$ cat config.mk
export PLATFORM = sky130hd
export DESIGN_NAME = robust_depth_finite_difference_top
export DESIGN_NICKNAME = d
export VERILOG_FILES = /design/src/rtl/core/rdfd_pkg.sv /design/src/rtl/core/rdfd_front.sv /design/src/rtl/core/rdfd_div_stage.sv /design/src/rtl/core/robust_depth_finite_difference_top.sv
export SDC_FILE = /design/constraint.sdc
export NUM_CORES = 2
export LEC_CHECK = 0
export ABC_AREA = 1
export BUFFER_PORTS_ARGS = -buffer_cell sky130_fd_sc_hd__buf_2
export CORE_ASPECT_RATIO = 0.8
export CORE_MARGIN = 2
export CORE_UTILIZATION = 60
export CTS_CLUSTER_SIZE = 24
export DETAILED_ROUTE_END_ITERATION = 16
export PLACE_DENSITY = 0.76
export RECOVER_POWER = 100
export SETUP_SLACK_MARGIN = 0.5
export SLEW_MARGIN = 5
export SYNTH_ARGS = -nofsm -noshare
export SYNTH_HDL_FRONTEND = slang
export SYNTH_HIERARCHICAL = 1
export SYNTH_SLANG_ARGS = --single-unit
$ cat constraint.sdc
create_clock -name clk_i -period 12.7 [get_ports clk_i]
set_input_delay 1.905 -clock clk_i [delete_from_list [all_inputs] [get_ports clk_i]]
set_output_delay 1.905 -clock clk_i [all_outputs]
set_load 0.1 [all_outputs]
$ cat src/rtl/core/rdfd_pkg.sv
`timescale 1ns / 1ps
// ----------------------------------------------------------------------------
// rdfd_pkg
// Shared widths, payload types and case codes of the robust depth
// finite difference pipeline.
// ----------------------------------------------------------------------------
package rdfd_pkg;

  localparam int IN_W          = 16;
  localparam int SAMPLE_BITS   = 16;
  localparam int FRACTION_BITS = 8;
  localparam int DERIV_W       = 25;
  localparam int CASE_W        = 3;

  localparam int USE_W  = (SAMPLE_BITS < IN_W) ? SAMPLE_BITS : IN_W;
  localparam int DIFF_W = USE_W + 1;
  localparam int SEC_W  = USE_W + 3;
  localparam int A_W    = USE_W + 1;
  localparam int DEN_W  = USE_W + 2;
  localparam int PROD_W = A_W + DIFF_W;
  localparam int NUM_W  = PROD_W + 1;
  localparam int DVD_W  = PROD_W + FRACTION_BITS;
  localparam int Q_W    = USE_W + FRACTION_BITS;

  localparam int DIV_STEP     = 4;
  localparam int DIV_STAGES   = (Q_W + DIV_STEP - 1) / DIV_STEP;
  localparam int QP_W         = DIV_STAGES * DIV_STEP;
  localparam int FRONT_STAGES = 3;
  localparam int PIPE_STAGES  = FRONT_STAGES + DIV_STAGES + 1;

  typedef enum logic [CASE_W-1:0] {
    CASE_OUTER = 3'd0,
    CASE_NONE  = 3'd1,
    CASE_LEFT  = 3'd2,
    CASE_RIGHT = 3'd3,
    CASE_BLEND = 3'd4
  } case_e;

  typedef struct packed {
    logic [IN_W-1:0] far_left;
    logic [IN_W-1:0] near_left;
    logic [IN_W-1:0] centre;
    logic [IN_W-1:0] near_right;
    logic [IN_W-1:0] far_right;
  } in_t;

  typedef struct packed {
    logic signed [DERIV_W-1:0] derivative;
    logic [CASE_W-1:0]         case_taken;
  } out_t;

  typedef struct packed {
    case_e                    kind;
    logic signed [DIFF_W-1:0] simple;
    logic                     neg;
    logic [DEN_W-1:0]         den;
    logic [DEN_W-1:0]         rem;
    logic [QP_W-1:0]          work;
  } div_t;

endpackage

$ cat src/rtl/core/rdfd_front.sv
`timescale 1ns / 1ps
// ----------------------------------------------------------------------------
// rdfd_front
// Three pipeline stages: case selection and differences, weight products,
// numerator magnitude and divider setup.
// ----------------------------------------------------------------------------
module rdfd_front (
  input  logic                                      clk_i,
  input  logic                                      rst_ni,
  input  logic                                      valid_i,
  input  rdfd_pkg::in_t                             data_i,
  input  logic [rdfd_pkg::FRONT_STAGES-1:0]         en_i,
  output logic [rdfd_pkg::FRONT_STAGES-1:0]         valid_o,
  output rdfd_pkg::div_t                            data_o
);

  typedef struct packed {
    rdfd_pkg::case_e                    kind;
    logic signed [rdfd_pkg::DIFF_W-1:0] simple;
    logic signed [rdfd_pkg::DIFF_W-1:0] d_l;
    logic signed [rdfd_pkg::DIFF_W-1:0] d_r;
    logic signed [rdfd_pkg::DIFF_W-1:0] d_mean;
    logic [rdfd_pkg::A_W-1:0]           a;
    logic [rdfd_pkg::A_W-1:0]           b;
  } st1_t;

  typedef struct packed {
    rdfd_pkg::case_e                    kind;
    logic signed [rdfd_pkg::DIFF_W-1:0] simple;
    logic signed [rdfd_pkg::PROD_W-1:0] prod_l;
    logic signed [rdfd_pkg::PROD_W-1:0] prod_r;
    logic signed [rdfd_pkg::DIFF_W-1:0] d_mean;
    logic [rdfd_pkg::DEN_W-1:0]         den;
  } st2_t;

  function automatic logic signed [rdfd_pkg::DIFF_W-1:0] diff_f(
    input logic [rdfd_pkg::USE_W-1:0] x,
    input logic [rdfd_pkg::USE_W-1:0] y
  );
    return signed'({1'b0, x}) - signed'({1'b0, y});
  endfunction

  function automatic logic [rdfd_pkg::A_W-1:0] curv_f(
    input logic [rdfd_pkg::USE_W-1:0] x,
    input logic [rdfd_pkg::USE_W-1:0] mid,
    input logic [rdfd_pkg::USE_W-1:0] y
  );
    logic signed [rdfd_pkg::SEC_W-1:0] sec;
    sec = signed'(rdfd_pkg::SEC_W'(x)) + signed'(rdfd_pkg::SEC_W'(y))
        - signed'(rdfd_pkg::SEC_W'({mid, 1'b0}));
    if (sec[rdfd_pkg::SEC_W-1]) begin
      sec = -sec;
    end
    return sec[rdfd_pkg::A_W-1:0];
  endfunction

  logic [rdfd_pkg::USE_W-1:0] s0, s1, s2, s3, s4;
  logic                       z0, z1, z3, z4;
  st1_t                       st1_d, st1_q;
  st2_t                       st2_d, st2_q;
  rdfd_pkg::div_t             st3_d, st3_q;
  logic [rdfd_pkg::FRONT_STAGES-1:0] valid_q;

  logic signed [rdfd_pkg::NUM_W-1:0]  num;
  logic [rdfd_pkg::DEN_W-1:0]         den_use;
  logic [rdfd_pkg::PROD_W-1:0]        mag;
  logic [rdfd_pkg::DVD_W-1:0]         dividend;

  // stage 1: classify and take differences
  always_comb begin
    s0 = data_i.far_left[rdfd_pkg::USE_W-1:0];
    s1 = data_i.near_left[rdfd_pkg::USE_W-1:0];
    s2 = data_i.centre[rdfd_pkg::USE_W-1:0];
    s3 = data_i.near_right[rdfd_pkg::USE_W-1:0];
    s4 = data_i.far_right[rdfd_pkg::USE_W-1:0];
    z0 = (s0 == '0);
    z1 = (s1 == '0);
    z3 = (s3 == '0);
    z4 = (s4 == '0);

    st1_d.d_l    = diff_f(s2, s0);
    st1_d.d_r    = diff_f(s4, s2);
    st1_d.d_mean = diff_f(s4, s0);
    st1_d.a      = curv_f(s2, s1, s0);
    st1_d.b      = curv_f(s4, s3, s2);

    if (z0 && z4 && !z1 && !z3) begin
      st1_d.kind   = rdfd_pkg::CASE_OUTER;
      st1_d.simple = diff_f(s3, s1);
    end else if ((z0 || z1) && (z3 || z4)) begin
      st1_d.kind   = rdfd_pkg::CASE_NONE;
      st1_d.simple = '0;
    end else if (z0 || z1) begin
      st1_d.kind   = rdfd_pkg::CASE_LEFT;
      st1_d.simple = st1_d.d_r;
    end else if (z3 || z4) begin
      st1_d.kind   = rdfd_pkg::CASE_RIGHT;
      st1_d.simple = st1_d.d_l;
    end else begin
      st1_d.kind   = rdfd_pkg::CASE_BLEND;
      st1_d.simple = '0;
    end
  end

  // stage 2: weighted products and weight sum
  always_comb begin
    st2_d.kind   = st1_q.kind;
    st2_d.simple = st1_q.simple;
    st2_d.d_mean = st1_q.d_mean;
    st2_d.prod_l = signed'(rdfd_pkg::PROD_W'(st1_q.b)) * rdfd_pkg::PROD_W'(st1_q.d_l);
    st2_d.prod_r = signed'(rdfd_pkg::PROD_W'(st1_q.a)) * rdfd_pkg::PROD_W'(st1_q.d_r);
    st2_d.den    = rdfd_pkg::DEN_W'(st1_q.a) + rdfd_pkg::DEN_W'(st1_q.b);
  end

  // stage 3: numerator, sign split and divider setup
  always_comb begin
    if (st2_q.den == '0) begin
      num     = rdfd_pkg::NUM_W'(st2_q.d_mean);
      den_use = rdfd_pkg::DEN_W'(2);
    end else begin
      num     = rdfd_pkg::NUM_W'(st2_q.prod_l) + rdfd_pkg::NUM_W'(st2_q.prod_r);
      den_use = st2_q.den;
    end
    if (num[rdfd_pkg::NUM_W-1]) begin
      mag = rdfd_pkg::PROD_W'(-num);
    end else begin
      mag = rdfd_pkg::PROD_W'(num);
    end
    dividend = rdfd_pkg::DVD_W'(mag) << rdfd_pkg::FRACTION_BITS;

    st3_d.kind   = st2_q.kind;
    st3_d.simple = st2_q.simple;
    st3_d.neg    = num[rdfd_pkg::NUM_W-1];
    st3_d.den    = den_use;
    st3_d.rem    = rdfd_pkg::DEN_W'(dividend[rdfd_pkg::DVD_W-1:rdfd_pkg::QP_W]);
    st3_d.work   = dividend[rdfd_pkg::QP_W-1:0];
  end

  always_ff @(posedge clk_i or negedge rst_ni) begin
    if (!rst_ni) begin
      valid_q <= '0;
    end else begin
      if (en_i[0]) begin
        valid_q[0] <= valid_i;
      end
      if (en_i[1]) begin
        valid_q[1] <= valid_q[0];
      end
      if (en_i[2]) begin
        valid_q[2] <= valid_q[1];
      end
    end
  end

  always_ff @(posedge clk_i) begin
    if (en_i[0]) begin
      st1_q <= st1_d;
    end
    if (en_i[1]) begin
      st2_q <= st2_d;
    end
    if (en_i[2]) begin
      st3_q <= st3_d;
    end
  end

  assign valid_o = valid_q;
  assign data_o  = st3_q;

endmodule

$ cat src/rtl/core/rdfd_div_stage.sv
`timescale 1ns / 1ps
// ----------------------------------------------------------------------------
// rdfd_div_stage
// One registered stage of the restoring divider, a few quotient bits per
// stage.
// ----------------------------------------------------------------------------
module rdfd_div_stage (
  input  logic           clk_i,
  input  logic           rst_ni,
  input  logic           valid_i,
  input  rdfd_pkg::div_t data_i,
  input  logic           en_i,
  output logic           valid_o,
  output rdfd_pkg::div_t data_o
);

  logic [rdfd_pkg::DEN_W:0]   trial;
  logic [rdfd_pkg::DEN_W-1:0] rem;
  logic [rdfd_pkg::QP_W-1:0]  work;
  logic                       qbit;
  rdfd_pkg::div_t             data_d, data_q;
  logic                       valid_q;

  always_comb begin
    rem  = data_i.rem;
    work = data_i.work;
    trial = '0;
    qbit  = 1'b0;
    for (int i = 0; i < rdfd_pkg::DIV_STEP; i++) begin
      trial = {rem, work[rdfd_pkg::QP_W-1]};
      if (trial >= {1'b0, data_i.den}) begin
        trial = trial - {1'b0, data_i.den};
        qbit  = 1'b1;
      end else begin
        qbit  = 1'b0;
      end
      rem  = trial[rdfd_pkg::DEN_W-1:0];
      work = {work[rdfd_pkg::QP_W-2:0], qbit};
    end
    data_d      = data_i;
    data_d.rem  = rem;
    data_d.work = work;
  end

  always_ff @(posedge clk_i or negedge rst_ni) begin
    if (!rst_ni) begin
      valid_q <= 1'b0;
    end else if (en_i) begin
      valid_q <= valid_i;
    end
  end

  always_ff @(posedge clk_i) begin
    if (en_i) begin
      data_q <= data_d;
    end
  end

  assign valid_o = valid_q;
  assign data_o  = data_q;

endmodule

$ cat src/rtl/core/robust_depth_finite_difference_top.sv
`timescale 1ns / 1ps
// ----------------------------------------------------------------------------
// robust_depth_finite_difference_top
// Five-sample depth derivative with missing-depth handling and
// curvature-weighted blending of the two one-sided differences.
// ----------------------------------------------------------------------------
// usage:
//   in channel : in_valid_i / in_ready_o, five depth samples per transaction
//   out channel: out_valid_o / out_ready_i, derivative and case code
//   stages     : 3 front stages + 6 divider stages + 1 output register
//   throughput : one transaction per cycle when not stalled; the divider retires 4
//                quotient bits per stage so every stage can take a new item each cycle
//   reset      : all valid bits clear, no result is pending, in_ready_o high
//   stall      : a held result keeps its register; earlier stages keep
//                moving into empty slots, so in_ready_o drops only when the
//                whole pipeline is full and the receiver is not ready
// ----------------------------------------------------------------------------
module robust_depth_finite_difference_top (
  input  logic           clk_i,
  input  logic           rst_ni,
  input  logic           in_valid_i,
  output logic           in_ready_o,
  input  rdfd_pkg::in_t  in_data_i,
  output logic           out_valid_o,
  input  logic           out_ready_i,
  output rdfd_pkg::out_t out_data_o
);

  localparam int NS = rdfd_pkg::PIPE_STAGES;
  localparam int NF = rdfd_pkg::FRONT_STAGES;
  localparam int ND = rdfd_pkg::DIV_STAGES;

  logic [NS-1:0]  vld;
  logic [NS-1:0]  en;
  rdfd_pkg::div_t div_s [ND+1];
  logic [ND:0]    div_v;
  logic [NF-1:0]  front_v;

  logic                                out_valid_q;
  rdfd_pkg::out_t                      out_d, out_q;
  logic [rdfd_pkg::DERIV_W-1:0]        qt;
  logic signed [rdfd_pkg::DIFF_W+rdfd_pkg::FRACTION_BITS-1:0] sc;

  // stall chain: a stage moves when it is empty or the next one moves
  always_comb begin
    en[NS-1] = !vld[NS-1] || out_ready_i;
    for (int k = NS - 2; k >= 0; k--) begin
      en[k] = !vld[k] || en[k+1];
    end
  end

  assign in_ready_o = en[0];

  rdfd_front u_front (
    .clk_i   (clk_i),
    .rst_ni  (rst_ni),
    .valid_i (in_valid_i),
    .data_i  (in_data_i),
    .en_i    (en[NF-1:0]),
    .valid_o (front_v),
    .data_o  (div_s[0])
  );

  assign div_v[0]      = front_v[NF-1];
  assign vld[NF-1:0]   = front_v;

  for (genvar g = 0; g < ND; g++) begin : g_div
    rdfd_div_stage u_div (
      .clk_i   (clk_i),
      .rst_ni  (rst_ni),
      .valid_i (div_v[g]),
      .data_i  (div_s[g]),
      .en_i    (en[NF+g]),
      .valid_o (div_v[g+1]),
      .data_o  (div_s[g+1])
    );
    assign vld[NF+g] = div_v[g+1];
  end

  // output stage: sign and case select
  always_comb begin
    qt = rdfd_pkg::DERIV_W'(div_s[ND].work);
    sc = signed'((rdfd_pkg::DIFF_W+rdfd_pkg::FRACTION_BITS)'(div_s[ND].simple))
         <<< rdfd_pkg::FRACTION_BITS;
    out_d.case_taken = div_s[ND].kind;
    case (div_s[ND].kind)
      rdfd_pkg::CASE_BLEND: begin
        out_d.derivative = div_s[ND].neg ? signed'(-qt) : signed'(qt);
      end
      rdfd_pkg::CASE_NONE: begin
        out_d.derivative = '0;
      end
      default: begin
        out_d.derivative = rdfd_pkg::DERIV_W'(sc);
      end
    endcase
  end

  always_ff @(posedge clk_i or negedge rst_ni) begin
    if (!rst_ni) begin
      out_valid_q <= 1'b0;
    end else if (en[NS-1]) begin
      out_valid_q <= div_v[ND];
    end
  end

  always_ff @(posedge clk_i) begin
    if (en[NS-1]) begin
      out_q <= out_d;
    end
  end

  assign vld[NS-1]   = out_valid_q;
  assign out_valid_o = out_valid_q;
  assign out_data_o  = out_q;

`ifndef NO_ASSERTIONS
  // input side stalls only under output backpressure
  a_ready_only_on_stall: assert property (@(posedge clk_i) disable iff (!rst_ni)
    !in_ready_o |-> (out_valid_o && !out_ready_i))
    else $error("input stalled without output backpressure");

  // no invalid side pair gives a nonzero derivative
  a_none_is_zero: assert property (@(posedge clk_i) disable iff (!rst_ni)
    (out_valid_o && (out_data_o.case_taken == rdfd_pkg::CASE_NONE))
      |-> (out_data_o.derivative == '0))
    else $error("both sides invalid but derivative nonzero");

  // a full pipeline that is drained by the receiver frees the input
  a_drain_frees_input: assert property (@(posedge clk_i) disable iff (!rst_ni)
    out_ready_i |-> in_ready_o)
    else $error("input not ready while output is drained");
`endif

endmodule
## Word level (Yosys, flattened, before mapping)

Cells that the tools add are included.

| operators by class | value |
|---|---|
| add/subtract/negate cells | 37 |
| multipliers | 2 |
| div/mod/pow operators | 0 |
| magnitude comparators | 24 |
| eq/ne operators | 2 |
| shifts and indexed selects | 0 |
| multiplexer cells | 57 |
| bitwise logic cells | 0 |
| reduce and logical (&&, ||, !) cells | 35 |

Operator list:

| operator | count |
|---|---|
| greater-or-equal comparator 19 x 18 -> 1 bit | 24 |
| 2-to-1 mux 18 bit | 24 |
| subtractor 18 bit | 23 |
| multiplier 18 x 17 -> 34 bit | 2 |
| subtractor 16 x 16 -> 17 bit | 4 |
| logical NOT 16 bit | 4 |
| 2-to-1 mux 17 bit | 3 |
| one-hot mux 25 bit (2 select lines) | 1 |
| subtractor 17 x 17 -> 18 bit | 2 |
| adder 34 x 34 -> 35 bit | 1 |
| 2-to-1 mux 35 bit | 1 |
| adder 16 x 16 -> 17 bit | 2 |
| 2-to-1 mux 34 bit | 1 |
| negator 17 bit | 2 |
| negator 34 bit | 1 |
| 2-to-1 mux 25 bit | 1 |
| negator 24 -> 25 bit | 1 |
| 2-to-1 mux 1 bit | 24 |
| 2-to-1 mux 20 bit | 1 |
| 2-to-1 mux 19 bit | 1 |
| adder 17 x 17 -> 18 bit | 1 |
| logical NOT 18 bit | 1 |
| logical NOT 1 bit | 12 |
| logical OR 1 bit | 12 |
| 5 further kinds | 8 |

| storage, ports and cells | value |
|---|---|
| bits in registers | 753 |
| bits in latches | 0 |
| memory bits (writable) | 0 |
| ROM bits | 0 |
| memories | 0 |

## Longest topological paths before layout

| depth | value |
|---|---|
| depth in word-level cells | 11 |
| gate-level depth with buffers | 61 |
| gate-level depth less buffers | 58 |

## Cells and area by module

The synthesis kept the hierarchy.

Modules (own cells, without submodules):

| module | times used | cells an instance | area each (µm²) |
|---|---|---|---|
| rdfd_front | 1 | 5083 | 40875.5 |
| rdfd_div_stage (g_div[3].u_div ...) | 3 | 890 | 7089.3 |
| rdfd_div_stage (g_div[2].u_div) | 1 | 897 | 7138.1 |
| rdfd_div_stage (g_div[1].u_div) | 1 | 906 | 7073.0 |
| rdfd_div_stage (g_div[0].u_div) | 1 | 900 | 7065.5 |
| robust_depth_finite_difference_top | 1 | 263 | 1994.4 |

## Worst setup path after synthesis

Ideal clock, no wire load.

| timing | value |
|---|---|
| path type | input -> output |
| from | in out_ready_i |
| to | out in_ready_o |
| arrival | 9.653 ns |
| required time | 10.795 ns |
| setup slack | 1.142 ns |
| stages | 8 |
| path buffers | 0 |
| path through | inv_1 > nand2_1 > inv_2 > nand2_2 > nor2_4 > nand4_2 > nor2_2 > nand4_1 |

| between the ends | value |
|---|---|
| word-level cells in the longest chain between the ends | 10 |

Ends and longest elaborated chain:

| item | RTL line | source |
|---|---|---|
| from (decl) | robust_depth_finite_difference_top.sv:25 | `input logic out_ready_i,` |
| logical OR 1 bit | robust_depth_finite_difference_top.sv:46 | `en[NS-1] = !vld[NS-1] \|\| out_ready_i;` |
| net en[9] | robust_depth_finite_difference_top.sv:34 | `logic [NS-1:0] en;` |
| logical OR 1 bit | robust_depth_finite_difference_top.sv:48 | `en[k] = !vld[k] \|\| en[k+1];` |
| net en[8] | robust_depth_finite_difference_top.sv:34 |  |
| logical OR 1 bit (4 in a row) | robust_depth_finite_difference_top.sv:48 |  |
| net en[4] | robust_depth_finite_difference_top.sv:34 |  |
| logical OR 1 bit (4 in a row) | robust_depth_finite_difference_top.sv:48 |  |
| to (decl) | robust_depth_finite_difference_top.sv:22 | `output logic in_ready_o,` |

The timed path passes the listed nets, and every way through them passes these cells.

==> run metrics <==
die area=142700 µm²; Setup Viol. Count Final=0; initial drt markers=7044; Hold/Removal Path Class=reg2reg; Top cell by count, worst path=nand2_1; clock slew at reported path FFs=0.06 ns; Via density=5.639; gr ovfl total=0; CP Buf/Inv Count=4; H-Tree Depth=3; Longest Clk Path Bufs=3; status=finished with violations; placed inst area=85610 µm²; total number of vias=70470; Design Area, Final=88030 µm²; WP data arrival=11.42 ns; die height=338.2 µm; root buf cell=clkbuf_16; skew final=0.06340 ns; DRC=0; family with the most delay on the worst path=simple AND/OR/NAND/NOR gates; Cell Area, Synth=83780 µm²; clock sink count=786; Max Fclk=91.39 MHz; GRT Resource Usage Total=0.3455; critical path required time=13.17 ns; Post-DRT Antenna Nets=0; Area Overhead vs Synth=5.067%; post-CTS setup buffer count=0; final-layout fill cell count=12050; Slew @ Worst Pin=4.701 ns; r2r setup slk=1.76 ns; Fin Setup TNS=0 ns; Hold Buf Count CTS=0; fin crit period=10.94 ns; Detailed Routing Iterations Pass 1=6; crit-path max cell delay=0.85 ns; Inserted Clock Buffers=82; FP Rows=122; fin crit share=0.8616; fraction of layout cells with a size suffix above 1=0.05600; synthesized area per cell=7.920 µm²; IO Port Bufs=113; routed len/inst=19.90 µm; CP Capture Type=flop; crit-path max FO=33; CP Launch Type=flop; Slew Limit Fails=698; Mapped Cells=10580; failing checks=max-capacitance violations, max-slew violations; CTS tree=done; Resize count post-CTS=0; GP Congestion=1.047; antenna violations before repair=10; endpoints failing hold=0; initial core utilization=0.6051; RSZ-0062 raised after global routing=false; first-pass GRT wire length=385400 µm; largest net degree at the start of global routing=82; # IOs=114; Yosys warnings=6; Layout Nets=11980; CP max stage cell=clkinvlp_2; class of the most critical setup path=reg2reg; Clock Latency Late Sink=0.74 ns; vias in the first global route=68310; core area=138500 µm²; dpl hpwl=201200 µm; max_cap viols=14; die extent in x=421.8 µm; Slew Limit Headroom=-2.134; drt total wl=248600 µm
## state kept, by name, indices dropped and copies added, names as in the netlist
register / cells
u_front/valid_o: 3
g_div.u_div/valid_o: 6
u_front/st1_q: 103
out_data_o: 28
u_front/data_o: 73
out_valid_o: 1
u_front/st2_q: 122
g_div.u_div/data_o: 450
## area by class of cell
cell class,count,area (µm²),area share
multi-input combinational,7606,51380,0.5837
sequential,786,23550,0.2676
inverter,1942,7300,0.08292
tap,1860,2327,0.02644
clock buffer,96,2105,0.02391
timing repair buffer,142,684.4,0.007775
clock inverter,53,651.9,0.007405
antenna,10,25.02,0.0002843
## routing by layer
layer | wire (µm) | vias up | global-route usage
met5 | 39 | - | 0
met4 | 9570 | 6 | 0.1257
met3 | 21510 | 503 | 0.06752
met2 | 110300 | 2920 | 0.5428
met1 | 107200 | 33310 | 0.4754
li1 | - | 33730 | -
## path summary, 6_finish.rpt
check	startpoint	end	cells after the start
max in group asynchronous	rst_ni	g_div[0].u_div/valid_o$_DFFE_PN0P_	1
min in group asynchronous	rst_ni	g_div[1].u_div/valid_o$_DFFE_PN0P_	1
worst max register to register	g_div[2].u_div/data_o[54]$_DFFE_PP_	g_div[3].u_div/data_o[25]$_DFFE_PP_	50
worst min register to register	g_div[1].u_div/data_o[16]$_DFFE_PP_	g_div[2].u_div/data_o[20]$_DFFE_PP_	0
worst min-delay path	g_div[1].u_div/data_o[16]$_DFFE_PP_	g_div[2].u_div/data_o[20]$_DFFE_PP_	0
worst max-delay path	g_div[2].u_div/data_o[54]$_DFFE_PP_	g_div[3].u_div/data_o[25]$_DFFE_PP_	50
## cell usage in the layout (no fill, tap or decap), types with 11 or more instances in the layout
master	count
nand2_2	85
xnor2_1	209
nor2_4	14
nand3_2	30
edfxtp_1	776
a31oi_1	62
nor2_2	22
or2_2	75
nand3b_1	44
a21oi_4	15
o31ai_1	20
o21ai_0	295
inv_2	44
ha_1	831
a21boi_0	19
nand4_1	75
a21oi_1	548
clkinv_1	16
o21bai_1	23
xor2_1	271
o2111ai_1	11
nand3_1	550
buf_2	76
nand2_1	2971
a21o_1	46
inv_1	1887
nor3_1	65
o21a_1	13
clkbuf_1	65
nand2_4	16
fa_1	507
clkbuf_16	82
a21oi_2	33
o21ai_1	68
nor2_1	555
buf_4	15
nor4_1	16
## worst reg2reg max path: cells and delay by family (launching register included)
kind                     cells  cell delay (ns)
adder cells (fa/ha/maj)      4             1.44
AO/OA/AOI/OAI               10             3.04
buffers and inverters        4             1.64
AND/OR/NAND/NOR             32             4.10
flip-flops                   1             0.46
## stage by stage
| step | util | cells | hold WS, ns | setup slack, ns |
|---|---|---|---|---|
| 2_1_floorplan | - | 10590 | 0.4003 | 1.568 |
| 5_1_grt | 0.6356 | 12490 | 0.4098 | 0.8961 |
| 6_report | 0.6358 | 12500 | 0.3878 | 1.757 |
| 3_3_place_gp | 0.6183 | 12340 | 0.4002 | 2.991 |
| 4_1_cts | 0.6382 | 12490 | 0.3879 | 2.877 |
| 3_5_place_dp | 0.6183 | 12340 | 0.4045 | 2.882 |
Power is left out: the tool's default activity adds up to more than one toggle a clock period on the data nets, which glitch-free logic cannot reach.
